### src/rtl/iee_pkg.sv
// Package for the infix expression evaluator: types, codes and defaults.
package iee_pkg;

    localparam int unsigned VALUE_WIDTH_DEF = 16;

    // Character codes.
    localparam logic [7:0] CH_ZERO  = 8'h30;
    localparam logic [7:0] CH_NINE  = 8'h39;
    localparam logic [7:0] CH_PLUS  = 8'h2B;
    localparam logic [7:0] CH_MINUS = 8'h2D;
    localparam logic [7:0] CH_STAR  = 8'h2A;
    localparam logic [7:0] CH_SLASH = 8'h2F;

    typedef enum logic [1:0] {
        ST_OK      = 2'd0,
        ST_UNKNOWN = 2'd1,
        ST_SYNTAX  = 2'd2,
        ST_DIVZERO = 2'd3
    } status_t;

    typedef enum logic [1:0] {
        MOP_NONE = 2'd0,
        MOP_MUL  = 2'd1,
        MOP_DIV  = 2'd2
    } mop_t;

    typedef enum logic [1:0] {
        S_IDLE = 2'd0,
        S_MUL  = 2'd1,
        S_DIV  = 2'd2,
        S_FOLD = 2'd3
    } state_t;

endpackage

### src/rtl/infix_expression_evaluator_top.sv
// Each request is taken in S_IDLE; a digit after '*' then runs the shift-add multiply in S_MUL,
// a digit after '/' runs the restoring divide in S_DIV, and a '+' or '-' and the last request run a fold in S_FOLD.
// No new request is taken while a multiply, divide or fold is running; all of them use the shared
// add/subtract unit that does the shift-add multiply, restoring divide and the fold.
// A finished result waits in the output register while the next request is taken.
// Reset (aresetn, synchronous, active low) clears the evaluation state and m_valid; m_value and m_status are not reset.
module infix_expression_evaluator_top #(
    parameter int unsigned VALUE_WIDTH = iee_pkg::VALUE_WIDTH_DEF
) (
    input  logic                   aclk,
    input  logic                   aresetn,
    input  logic                   s_valid,
    output logic                   s_ready,
    input  logic [7:0]             s_symbol,
    input  logic                   s_last,
    output logic                   m_valid,
    input  logic                   m_ready,
    output logic [VALUE_WIDTH-1:0] m_value,
    output logic [1:0]             m_status
);

    localparam int unsigned CNT_W = $clog2(VALUE_WIDTH);
    localparam int unsigned W = VALUE_WIDTH;

    iee_pkg::state_t  state_reg, state_next;
    iee_pkg::mop_t    mop_reg, mop_next;
    iee_pkg::status_t err_reg, err_next;
    iee_pkg::status_t m_status_reg, m_status_next;

    logic [W-1:0]     sum_reg, sum_next;
    logic [W-1:0]     term_reg, term_next;
    logic [W-1:0]     acc_reg, acc_next;
    logic [W-1:0]     rem_reg, rem_next;
    logic [W-1:0]     m_value_reg, m_value_next;
    logic [3:0]       digit_reg, digit_next;
    logic [CNT_W-1:0] cnt_reg, cnt_next;
    logic             sub_reg, sub_next;
    logic             newsub_reg, newsub_next;
    logic             expect_reg, expect_next;
    logic             last_reg, last_next;
    logic             m_valid_reg, m_valid_next;

    // Shared add/subtract unit; the top bit of the result is the borrow.
    logic [W:0]   alu_a, alu_b;
    logic         alu_sub;
    logic [W+1:0] alu_res;

    logic             accept;
    logic             is_digit, is_op;
    logic [3:0]       sym_digit;
    iee_pkg::status_t fin_status;

    assign accept    = s_valid && s_ready;
    assign sym_digit = s_symbol[3:0];
    assign is_digit  = (s_symbol >= iee_pkg::CH_ZERO) && (s_symbol <= iee_pkg::CH_NINE);
    assign is_op     = (s_symbol == iee_pkg::CH_PLUS) || (s_symbol == iee_pkg::CH_MINUS) ||
                       (s_symbol == iee_pkg::CH_STAR) || (s_symbol == iee_pkg::CH_SLASH);

    always_comb begin
        alu_a   = {1'b0, sum_reg};
        alu_b   = {1'b0, term_reg};
        alu_sub = sub_reg;
        unique case (state_reg)
            iee_pkg::S_MUL: begin
                alu_a   = {acc_reg, 1'b0};
                alu_b   = digit_reg[cnt_reg[1:0]] ? {1'b0, term_reg} : '0;
                alu_sub = 1'b0;
            end
            iee_pkg::S_DIV: begin
                alu_a   = {rem_reg, acc_reg[W-1]};
                alu_b   = {{(W-3){1'b0}}, digit_reg};
                alu_sub = 1'b1;
            end
            default: begin
            end
        endcase
        alu_res = alu_sub ? ({1'b0, alu_a} - {1'b0, alu_b}) : ({1'b0, alu_a} + {1'b0, alu_b});
    end

    always_comb begin
        if (err_reg != iee_pkg::ST_OK) begin
            fin_status = err_reg;
        end else if (expect_reg) begin
            fin_status = iee_pkg::ST_SYNTAX;
        end else begin
            fin_status = iee_pkg::ST_OK;
        end
    end

    always_comb begin
        state_next    = state_reg;
        mop_next      = mop_reg;
        err_next      = err_reg;
        sum_next      = sum_reg;
        term_next     = term_reg;
        acc_next      = acc_reg;
        rem_next      = rem_reg;
        digit_next    = digit_reg;
        cnt_next      = cnt_reg;
        sub_next      = sub_reg;
        newsub_next   = newsub_reg;
        expect_next   = expect_reg;
        last_next     = last_reg;
        m_valid_next  = m_valid_reg && !m_ready;
        m_value_next  = m_value_reg;
        m_status_next = m_status_reg;
        s_ready       = (state_reg == iee_pkg::S_IDLE);

        unique case (state_reg)
            iee_pkg::S_IDLE: begin
                if (accept) begin
                    last_next = s_last;
                    if (s_last) begin
                        state_next = iee_pkg::S_FOLD;
                    end
                    if (err_reg == iee_pkg::ST_OK) begin
                        if (is_digit) begin
                            if (!expect_reg) begin
                                err_next = iee_pkg::ST_SYNTAX;
                            end else if (mop_reg == iee_pkg::MOP_MUL) begin
                                expect_next = 1'b0;
                                digit_next  = sym_digit;
                                acc_next    = '0;
                                cnt_next    = CNT_W'(3);
                                state_next  = iee_pkg::S_MUL;
                            end else if (mop_reg == iee_pkg::MOP_DIV) begin
                                if (sym_digit == 4'd0) begin
                                    err_next = iee_pkg::ST_DIVZERO;
                                end else begin
                                    expect_next = 1'b0;
                                    digit_next  = sym_digit;
                                    acc_next    = term_reg;
                                    rem_next    = '0;
                                    cnt_next    = CNT_W'(W - 1);
                                    state_next  = iee_pkg::S_DIV;
                                end
                            end else begin
                                expect_next = 1'b0;
                                term_next   = {{(W-4){1'b0}}, sym_digit};
                            end
                        end else if (is_op) begin
                            if (expect_reg) begin
                                err_next = iee_pkg::ST_SYNTAX;
                            end else begin
                                expect_next = 1'b1;
                                if (s_symbol == iee_pkg::CH_STAR) begin
                                    mop_next = iee_pkg::MOP_MUL;
                                end else if (s_symbol == iee_pkg::CH_SLASH) begin
                                    mop_next = iee_pkg::MOP_DIV;
                                end else begin
                                    // A trailing '+' or '-' ends in a syntax error, so
                                    // only a non-final one needs the fold.
                                    newsub_next = (s_symbol == iee_pkg::CH_MINUS);
                                    state_next  = iee_pkg::S_FOLD;
                                end
                            end
                        end else begin
                            err_next = iee_pkg::ST_UNKNOWN;
                        end
                    end
                end
            end
            iee_pkg::S_MUL: begin
                // Most significant digit bit first: acc = 2*acc + bit*term.
                acc_next = alu_res[W-1:0];
                cnt_next = cnt_reg - 1'b1;
                if (cnt_reg == '0) begin
                    term_next  = alu_res[W-1:0];
                    state_next = last_reg ? iee_pkg::S_FOLD : iee_pkg::S_IDLE;
                end
            end
            iee_pkg::S_DIV: begin
                // Restoring step; quotient bits shift into acc as dividend bits leave it.
                if (!alu_res[W+1]) begin
                    rem_next = alu_res[W-1:0];
                    acc_next = {acc_reg[W-2:0], 1'b1};
                end else begin
                    rem_next = alu_a[W-1:0];
                    acc_next = {acc_reg[W-2:0], 1'b0};
                end
                cnt_next = cnt_reg - 1'b1;
                if (cnt_reg == '0) begin
                    term_next  = acc_next;
                    state_next = last_reg ? iee_pkg::S_FOLD : iee_pkg::S_IDLE;
                end
            end
            iee_pkg::S_FOLD: begin
                if (!last_reg) begin
                    sum_next   = alu_res[W-1:0];
                    sub_next   = newsub_reg;
                    term_next  = '0;
                    mop_next   = iee_pkg::MOP_NONE;
                    state_next = iee_pkg::S_IDLE;
                end else if (!m_valid_reg || m_ready) begin
                    m_valid_next  = 1'b1;
                    m_status_next = fin_status;
                    m_value_next  = (fin_status == iee_pkg::ST_OK) ? alu_res[W-1:0] : '0;
                    sum_next      = '0;
                    sub_next      = 1'b0;
                    term_next     = '0;
                    mop_next      = iee_pkg::MOP_NONE;
                    expect_next   = 1'b1;
                    err_next      = iee_pkg::ST_OK;
                    last_next     = 1'b0;
                    state_next    = iee_pkg::S_IDLE;
                end
            end
            default: begin
                state_next = iee_pkg::S_IDLE;
            end
        endcase
    end

    always_ff @(posedge aclk) begin
        if (!aresetn) begin
            state_reg   <= iee_pkg::S_IDLE;
            mop_reg     <= iee_pkg::MOP_NONE;
            err_reg     <= iee_pkg::ST_OK;
            sum_reg     <= '0;
            term_reg    <= '0;
            sub_reg     <= 1'b0;
            newsub_reg  <= 1'b0;
            expect_reg  <= 1'b1;
            last_reg    <= 1'b0;
            m_valid_reg <= 1'b0;
        end else begin
            state_reg   <= state_next;
            mop_reg     <= mop_next;
            err_reg     <= err_next;
            sum_reg     <= sum_next;
            term_reg    <= term_next;
            sub_reg     <= sub_next;
            newsub_reg  <= newsub_next;
            expect_reg  <= expect_next;
            last_reg    <= last_next;
            m_valid_reg <= m_valid_next;
        end
    end

    always_ff @(posedge aclk) begin
        acc_reg      <= acc_next;
        rem_reg      <= rem_next;
        digit_reg    <= digit_next;
        cnt_reg      <= cnt_next;
        m_value_reg  <= m_value_next;
        m_status_reg <= m_status_next;
    end

    assign m_valid  = m_valid_reg;
    assign m_value  = m_value_reg;
    assign m_status = m_status_reg;

`ifndef SYNTHESIS
    // A result that carries an error reports a value of zero.
    a_err_value_zero: assert property (@(posedge aclk) disable iff (!aresetn)
        m_valid_reg && (m_status_reg != iee_pkg::ST_OK) |-> m_value_reg == '0)
        else $error("error result with nonzero value");

    // The divider never runs with a zero divisor.
    a_div_nonzero: assert property (@(posedge aclk) disable iff (!aresetn)
        state_reg == iee_pkg::S_DIV |-> digit_reg != 4'd0)
        else $error("divide started with zero divisor");

    // Multiply and divide only run while no error is recorded.
    a_iter_no_err: assert property (@(posedge aclk) disable iff (!aresetn)
        (state_reg == iee_pkg::S_MUL) || (state_reg == iee_pkg::S_DIV) |->
        err_reg == iee_pkg::ST_OK)
        else $error("arithmetic step after an error");

    // A plain digit with no pending multiply or divide loads the term at once.
    a_digit_load: assert property (@(posedge aclk) disable iff (!aresetn)
        accept && is_digit && expect_reg && (err_reg == iee_pkg::ST_OK) &&
        (mop_reg == iee_pkg::MOP_NONE) |=> term_reg == W'($past(sym_digit)))
        else $error("digit not loaded into term");
`endif

endmodule

### config.mk
export PLATFORM = sky130hd
export DESIGN_NAME = infix_expression_evaluator_top
export DESIGN_NICKNAME = d
export VERILOG_FILES = /design/src/rtl/iee_pkg.sv /design/src/rtl/infix_expression_evaluator_top.sv
export SDC_FILE = /design/constraint.sdc
export NUM_CORES = 1
export LEC_CHECK = 0
export BUFFER_PORTS_ARGS = -buffer_cell sky130_fd_sc_hd__buf_4
export CAP_MARGIN = 20
export CORE_ASPECT_RATIO = 1.75
export CORE_MARGIN = 3
export CORE_UTILIZATION = 62
export CTS_CLUSTER_DIAMETER = 50
export DETAILED_ROUTE_END_ITERATION = 8
export PLACE_DENSITY = 0.8
export SETUP_SLACK_MARGIN = 0.15
export SYNTH_ARGS = -nofsm -noshare
export SYNTH_HDL_FRONTEND = slang
export SYNTH_SLANG_ARGS = --single-unit
export TNS_END_PERCENT = 5
### constraint.sdc
create_clock -name aclk -period 6.3 [get_ports aclk]
set_input_delay 1.26 -clock aclk [delete_from_list [all_inputs] [get_ports aclk]]
set_output_delay 1.26 -clock aclk [all_outputs]
set_load 0.02 [all_outputs]
==> metrics, run 1 <==
EDFF count, synth=58; multi-input logic area=roughly 0.0036 mm^2; FF-to-FF path depth=19; R2R Path End=rem_reg[0]; R2R Setup Slk=1130 ps; vias=approximately 6,300; clk root buf=clkbuf_16; core area=0.01003 mm^2; Synth Cell Area=approximately 0.0065 mm^2; Peak Freq=roughly 190 MHz; Worst EP required=6410 ps; drt pass-1 iters=5; FILL cells=842; clk sinks=about 100; critical path peak fanout=24; Slew @ Worst Pin=between 1000 and 1500 ps; ANT nets after route=0; final critical-path share of the clock period=0.8206; Final Critical Period=around 5200 ps; initial antenna violation count=0; Cells after Synth=745; first-pass GRT wire length=between 30 and 40 mm; RSZ-0062 raised after global routing=false; Top Ports=33; clk_lat worst skew=360 ps; Pins Over Slew Limit=0; routability cong.=0.9723; crit path to=rem_reg[0]; status=completed; #FFs+latches synth=slightly above 100; nets@finish=~790; DRC=0; Die Footprint=0.01176 mm^2; Die W=83.28 um; Clock Path Buffers=2; Hold WC Path Type=reg2reg; Cell variety after synth=75; global-route usage over all layers=0.3504; CP Class=reg2reg; CTS tree=done; Rows=48; startpoint class of the critical path=flip-flop; CTS clk-pin slew, worst paths=about 70 ps; r2r startpoint=state_reg[0]; ANT cells=0; Setup TNS=0 ps; PortBufs=32; crit end category=flip-flop; vias per cell=7.143; post_cts resized=0; asr flop ratio synth=0; # setup viols final=0; H-tree levels=3; Syn Area/Cell=8.696 um^2; HPWL after DPL=14.22 mm; max-cap violation count=0; Yosys warning count=0; cts bufs inserted=9; largest net degree at the start of global routing=68; register area share after synthesis=0.4017; Hold Path Origin=sum_reg[0]; Net Count, Synth=between 700 and 800; layout cells sized above 1=0.1094; GRT overflow=0; ys flop type=edfxtp_1; hold violation total from the final report=0; register area=0.002603 mm^2; Post-CTS Setup Bufs=0; CP Data Arrival Time=5280 ps; die height=about 140 um; Initial Util=0.6460; vias in the first global route=6,300; WL/cell=23.01 um; hold buffer count at CTS=0; DRT iter0 DRCs=646; drt total wl=20.34 mm; Syn-to-layout area delta=8.980%; Clock Skew=roughly 11 ps; Crit. Startpoint=state_reg[0]; Slew headroom=0.2558
Yosys cell counts (all sizes together), types with 4 or more instances:
master / n / area, um^2
nand4: 17 / 106.4
and2: 18 / 115.1
nand2b: 6 / 37.54
dfxtp: 43 / 860.8
o21bai: 4 / 30.03
o22ai: 4 / 25.02
buf: 12 / 73.81
nor3: 14 / 70.07
o311ai: 5 / 61.31
mux2i: 6 / 60.06
o211ai: 6 / 50.05
nand2: 84 / 315.3
nand3: 16 / 80.08
o21ai: 41 / 239.0
edfxtp: 58 / 1742
o41ai: 4 / 35.03
and3: 6 / 42.54
a21o: 12 / 91.34
a211oi: 4 / 30.03
a21oi: 64 / 320.3
or3: 9 / 61.31
inv: 21 / 78.83
o2111ai: 5 / 50.04
xor2: 9 / 78.83
o21a: 5 / 37.54
nor4: 6 / 37.54
nor2b: 7 / 43.79
a22o: 8 / 70.07
xnor2: 9 / 78.83
nor2: 86 / 322.8
a22oi: 44 / 330.3
clkbuf: 35 / 131.4
ha: 25 / 312.8
a31oi: 5 / 31.28
nor3b: 5 / 37.54
metal layers:
layer / global-route usage / up-vias / share of wire
met2: 0.5935 / 436 / 0.50
met5: 0 / - / 0
met4: 0.2696 / 0 / 0.073
li1: - / 2799 / -
met1: 0.3702 / 2961 / 0.34
met3: 0.08596 / 118 / 0.091
how the worst min path moves through the flow:
stage / endpoint / slack, ps / cells past startpoint
2_1_floorplan: sum_reg[0] / 450 / 2
3_3_place_gp: mop_reg[1] / 460 / 2
3_5_place_dp: sum_reg[0] / 470 / 2
4_1_cts: sum_reg[0] / 490 / 2
5_1_grt: mop_reg[1] / 520 / 2
6_report: sum_reg[0] / 480 / 2
logic make-up after synthesis:
logic type                 synth area share
and+or+nand+nor                      0.2084
buffers and inverters               0.04500
muxes                               0.01275
DFF                                  0.4017
adders and majority gates           0.05137
xor gates and xnor gates            0.02434
AOI/OAI and AO/OA                    0.2565
critical path: stages (launching register included):
cell and delay [ps]:
dfxtp_1 450, inv_1 120, ha_1 330, inv_1 240, a21o_2 410, a22o_1 220
inv_1 50, ha_1 180, o21a_1 160, nor2_1 240, or2_2 210, o211ai_1 110
ha_1 450, a211oi_1 150, o21bai_1 340, nor2_1 110, and3_4 200, or3_1 370
and2_4 260, o311a_1 320
stage by stage:
step                hold WS [ps]  setup slack, ps  instance area (um^2)    util  std cells
floorplan                  446.6             1626                  6479       -        745
finish                     481.4             1130                  7061  0.7040        884
CTS                        486.4             1220                  7046  0.7025        883
global route               523.3            769.7                  7061  0.7040        884
global placement           461.4             1475                  6777  0.6756        867
detailed placement         471.5             1246                  6777  0.6756        867
layout by cell type, fill, tap and decap left out, types with 10 or more instances in the layout:
master    count
nand2_1      84
nand4_1      17
nor2_1       86
nand3_1      16
buf_4        44
inv_1        21
o21ai_2      10
ha_1         24
edfxtp_1     58
nor3_1       14
a21oi_1      64
and2_1       17
a21o_1       11
dfxtp_1      43
a22oi_1      44
o21ai_0      28
cell type report:
class / count / share of cell area
clock buffers: 11 / 0.03296
clock inverters: 5 / 0.005139
inverters: 23 / 0.01223
multi-input cells: 574 / 0.5100
flip-flops and latches: 101 / 0.3686
well taps: 125 / 0.02215
repair buffers: 45 / 0.04891
Power of run 1 is left out: the tool's default activity adds up to more than one toggle a clock period on the data nets, which glitch-free logic cannot reach.
==> run 2, diff against run 1 <==
- ABC_AREA: default -> 1
- clock period: 6.3 -> 5.3 ns (I/O delays scaled with it)
==> run 2 against run 1 <==
  * Design area up 0.87%
  * Via count decreased by 3.5%
  * Critical path depth up 6
  * Non-clock buffer count increased by 1
  * Area after synthesis shrank 0.93%
  * Clock skew decreased by 2.7 ps
  * Maximum frequency rose by 9.7%
  * Critical path type unchanged
  * Critical endpoint is now acc_reg[13]
==> metrics, run 2 <==
CP bufs+invs=5 (+2); ANT cells=0 (unchanged); CP Data Arrival Time=4910 ps (-370 ps); register area share after synthesis=0.4055 (+0.003759); Setup TNS=0 ps (unchanged); clk_lat worst skew=350 ps (about the same); asr flop ratio synth=0 (unchanged); Clock Skew=8.304 ps (-2.676 ps); Crit path top cell by count=nand2_1; CTS clk-pin slew, worst paths=80 ps (about the same); Hold WC Path Type=reg2reg; DRT iter0 DRCs=605 (-6.3%); final critical-path share of the clock period=0.8892 (+0.06868); largest net degree at the start of global routing=38 (-44%); Crit path largest cell delay=510 ps (+60 ps); Die Footprint=0.01166 mm^2 (-0.88%); FF-to-FF path depth=25 (+6); Cells after Synth=824 (+11%); hold buffer count at CTS=0 (unchanged); Slew @ Worst Pin=965.4 ps (-150.7 ps); HPWL after DPL=15.26 mm (+7.4%); Worst EP required=5500 ps (-910 ps); post-synth top area share=0.2713 (+0.002515); status=completed; Post-CTS Setup Bufs=0 (unchanged); Yosys warning count=0 (unchanged); vias in the first global route=6,128 (-2.7%); critical path peak fanout=5 (-79%); core area=0.009970 mm^2 (-0.60%); routability cong.=1.099 (+13%); nets@finish=893 (+13%); EDFF count, synth=58 (unchanged); Clock Path Buffers=2 (unchanged); Peak Freq=212.2 MHz (+9.7%); Rows=48 (unchanged); RSZ-0062 raised after global routing=false; top cells by area, synth=edfxtp_1, dfxtp_1, nand2_1, inv_1, a21oi_1; WL/cell=20.21 um (-12%); #FFs+latches synth=101 (unchanged); Syn-to-layout area delta=10.96%; commonest non-fill, non-tap cell in the layout=nand2_1; hold violation total from the final report=0 (unchanged); first-pass GRT wire length=31.67 mm (-1.8%); vias=6,090 (-3.5%); # setup viols final=0 (unchanged); commonest non-fill, non-tap cells in the layout=nand2_1, inv_1, a21oi_1; drt pass-1 iters=8 (+3); GRT overflow=0 (unchanged); Synth Cell Area=0.006419 mm^2 (-0.93%); Slew headroom=0.3564 (+0.1005); Post-Route Utilization=0.7144 (+0.01039); max-cap violation count=0 (unchanged); CP max-delay cell=xor2_1; Pins Over Slew Limit=0 (unchanged); CP Class=reg2reg; CTS tree=done; Final Critical Period=4713 ps (-456.6 ps); Worst Hold End=sum_reg[13]; Net Count, Synth=863 (+10%); H-tree levels=3 (unchanged); R2R Path End=acc_reg[13]; R2R Setup Slk=590 ps (-540 ps); area leader, netlist=edfxtp_1; r2r startpoint=state_reg[0]; DRC=0 (unchanged); global-route usage over all layers=0.3464 (-0.004062); Cell variety after synth=56 (-25%); WHS Path Cells=2 (unchanged); drt total wl=19.89 mm (-2.2%); layout cells sized above 1=0.1432 (+0.03384); vias per cell=6.189 (-13%); Top Ports=33 (unchanged); crit end category=flip-flop; ANT nets after route=0 (unchanged); Synth top cells by count=nand2_1, inv_1, a21oi_1; most frequent cell after synthesis=nand2_1; Syn Area/Cell=7.790 um^2 (-10%); die height=140.6 um (-0.45%); cts bufs inserted=9 (unchanged); startpoint class of the critical path=flip-flop; clk sinks=101 (unchanged); Die W=82.92 um (-0.43%); PortBufs=32 (unchanged); crit-path leading delay family=simple AND/OR/NAND/NOR gates; initial antenna violation count=0 (unchanged); Hold Path Origin=sum_reg[13]; clk root buf=clkbuf_16; ys flop type=edfxtp_1; Initial Util=0.6438 (-0.002133)
[run 2: tightest hold or removal path: stages, from the launching register on]
cell and delay, ps:
dfxtp_1 310, nand2_1 60, a21oi_1 50
[run 2: repair_timing]
action | CTS | global route
resized for setup | 0 | 3
hold endpoints to repair | 0 | 0
setup endpoints to repair | 0 | 16
[run 2: layout make-up]
| type | count | area [um^2] |
|---|---|---|
| clock inverters | 7 | 90.09 |
| multi-input cells | 580 | 3268 |
| flip-flops and latches | 101 | 2603 |
| fillers | 849 | 2848 |
| clock buffers | 9 | 225.2 |
| inverters | 116 | 436.7 |
| repair buffers | 46 | 342.8 |
| well taps | 125 | 156.4 |
[run 2: logic make-up (layout without fill, tap and decap cells)]
group	count (synthesis)	after routing	share of synthesized area
xor gates and xnor gates	22	22	0.03002
DFF	101	101	0.4055
AOI/OAI and AO/OA	203	203	0.1934
and+or+nand+nor	329	329	0.2296
adders and majority gates	26	26	0.05185
buffers and inverters	143	178	0.08967
[run 2: metal layers]
layer | part of all wire | vias to the layer above | wire length [um] | track usage
met2 | 0.51 | 296 | 10070 | 0.5990
met3 | 0.059 | 107 | 1181 | 0.05263
li1 | - | 2845 | - | -
met5 | 0 | - | 0 | 0
met1 | 0.35 | 2842 | 6934 | 0.3766
met4 | 0.086 | 0 | 1703 | 0.2653
[run 2: per-stage QoR]
step           setup slack [ps]  hold slack [ps]  area, um^2  cells
6_report                  587.0            467.4        7122    984
5_1_grt                   193.8            482.7        7122    984
4_1_cts                   474.8            465.9        7099    983
3_5_place_dp              481.8            454.7        6784    967
3_3_place_gp              613.8            449.5        6784    967
2_1_floorplan              1294            427.6        6419    824
[run 2: how the worst max path moves through the flow]
| stage | startpoint | endpoint | slack [ps] | cells past startpoint |
|---|---|---|---|---|
| after CTS | state_reg[0] | rem_reg[10] | 470 | 24 |
| after detailed placement | state_reg[0] | rem_reg[15] | 480 | 25 |
| after global routing | state_reg[0] | rem_reg[14] | 190 | 25 |
| after global placement | state_reg[0] | rem_reg[0] | 610 | 22 |
| final | state_reg[0] | acc_reg[13] | 590 | 25 |
| after floorplan | state_reg[0] | rem_reg[14] | 1290 | 26 |
Power of run 2 is left out for the same reason.
==> run 3, diff against run 2 <==
- ABC_AREA: 1 -> 0
==> run 3 against run 2 <==
  * Sequential share of layout area fell by 0.16 points
  * Cell count down 9.6%
  * Global-route usage is 0.96 points lower
  * Critical endpoint is now term_reg[0]
==> metrics, run 3 (synthesized netlist as in run 1, its figures left out) <==
global-route usage over all layers=0.3367 (-0.009621); first-pass GRT wire length=31.08 mm (-1.9%); largest net degree at the start of global routing=68 (+79%); GR Util met2=0.5871 (-0.01184); drt total wl=19.71 mm (-0.91%); Die Footprint=0.01176 mm^2 (+0.88%); final critical-path share of the clock period=0.9399 (+0.05070); R2R Setup Slk=320 ps (-270 ps); hold violation total from the final report=0 (unchanged); clk_lat worst skew=360 ps (about the same); DRT iter0 DRCs=601 (-0.66%); drt pass-1 iters=6 (-2); RSZ-0062 raised after global routing=true; GRT overflow=0 (unchanged); Clock Skew=9.513 ps (+1.210 ps); max-cap violation count=0 (unchanged); HPWL after DPL=14.17 mm (-7.2%); FF-to-FF path depth=21 (-16%); Final Critical Period=4982 ps (+268.7 ps); cts bufs inserted=9 (unchanged); WHS=484.8 ps (+17.46 ps); GR Layer Usage met1=0.3679 (-0.008699); Setup TNS=0 ps (unchanged); CP Data Arrival Time=5210 ps (+300 ps); routability cong.=0.9747 (-11%); Initial Util=0.6460 (+0.002133); nets@finish=799 (-11%); commonest non-fill, non-tap cell in the layout=nor2_1; Syn-to-layout area delta=10.41%; Most Crowded Layer GR=met2; initial antenna violation count=0 (unchanged); Pins Over Slew Limit=0 (unchanged); die height=141.2 um (+0.45%); R2R Path End=term_reg[0]; Slew @ Worst Pin=1111 ps (+145.1 ps); Clock Path Buffers=2 (unchanged); Slew headroom=0.2528 (-0.1036); Worst Hold End=sum_reg[0]; Hold WC Path Type=reg2reg; vias per cell=6.911 (+12%); startpoint class of the critical path=flip-flop; CTS tree=done; CP Class=reg2reg; WHS Path Cells=2 (unchanged); Top Ports=33 (unchanged); # setup viols final=0 (unchanged); Peak Freq=200.7 MHz (-5.4%); commonest non-fill, non-tap cells in the layout=nor2_1, nand2_1, a21oi_1; Rows=48 (unchanged); layout cells sized above 1=0.1229 (-0.02031); ANT cells=0 (unchanged); Worst EP required=5530 ps (+30 ps); vias=6,151 (+1.0%); WL/cell=22.14 um (+9.6%); crit end category=flip-flop; Die W=83.28 um (+0.43%); DRC=0 (unchanged); GRT met3 Usage=0.06140 (+0.008772); r2r startpoint=state_reg[0]; clk root buf=clkbuf_16; Crit. Startpoint=state_reg[0]; status=completed; Hold Path Origin=sum_reg[0]; ANT nets after route=0 (unchanged); CTS clk-pin slew, worst paths=70 ps (about the same); core area=0.01003 mm^2 (+0.60%); H-tree levels=3 (unchanged); clk sinks=101 (unchanged); PortBufs=32 (unchanged); vias in the first global route=6,063 (-1.1%); critical path peak fanout=16 (+11)
## run 3: changes by cell type in the layout (fill, tap and decap cells not counted), moves of 17 or more
cell / change
nand2_1: -92
a22oi_1: +44
inv_1: -84
nor2_1: +18
and2_1: +17
## run 3: how the worst max path moves through the flow
| stage | endpoint | slack, ps |
|---|---|---|
| floorplan | rem_reg[0] | 630 |
| global placement | acc_reg[11] | 450 |
| detailed placement | acc_reg[11] | 260 |
| CTS | acc_reg[11] | 220 |
| global route | acc_reg[11] | 70 |
| finish | term_reg[0] | 320 |
## run 3: layout make-up
cell class                      instances  area (um^2)
Fill cell                             832         2877
Multi-Input combinational cell        574         3635
Clock inverter                          4        33.78
Sequential cell                       101         2603
Tap cell                              125        156.4
Clock buffer                           12        236.5
Timing Repair Buffer                   51        402.9
Inverter                               23        86.33
## run 3: routing by layer
metal,share of wire,vias to the layer above
li1,-,2811
met1,0.35,2881
met2,0.50,351
met3,0.073,108
met4,0.077,0
met5,0,-
## run 3: what timing repair did
action / CTS / global route
hold buffers: 0 / 0
setup endpoints to repair: 0 / 29
buffers inserted: 0 / 3
resized for setup: 0 / 5
## run 3: worst max-delay path: stages, from the launching register on
cell and delay [ps]:
dfxtp_1 420, inv_1 90, ha_1 330, inv_1 100, buf_4 190, a21o_2 200, a22o_1 170, inv_1 50
ha_1 170, o21a_1 160, nor2_1 230, or2_2 220, o211ai_1 130, ha_1 460, a211oi_1 140, o21bai_1 340
nor2_1 110, and3_4 210, or3_1 380, buf_4 220, a311oi_1 390, nor3_1 120
## run 3: through the flow
step | utilization | setup WS (ps) | instances | area, um^2
2_1_floorplan | - | 625.9 | 745 | 6479
3_3_place_gp | 0.6781 | 448.0 | 870 | 6802
3_5_place_dp | 0.6781 | 262.0 | 870 | 6802
4_1_cts | 0.7051 | 216.5 | 886 | 7072
5_1_grt | 0.7132 | 70.93 | 890 | 7153
6_report | 0.7132 | 318.3 | 890 | 7153
Power of run 3 is left out for the same reason.
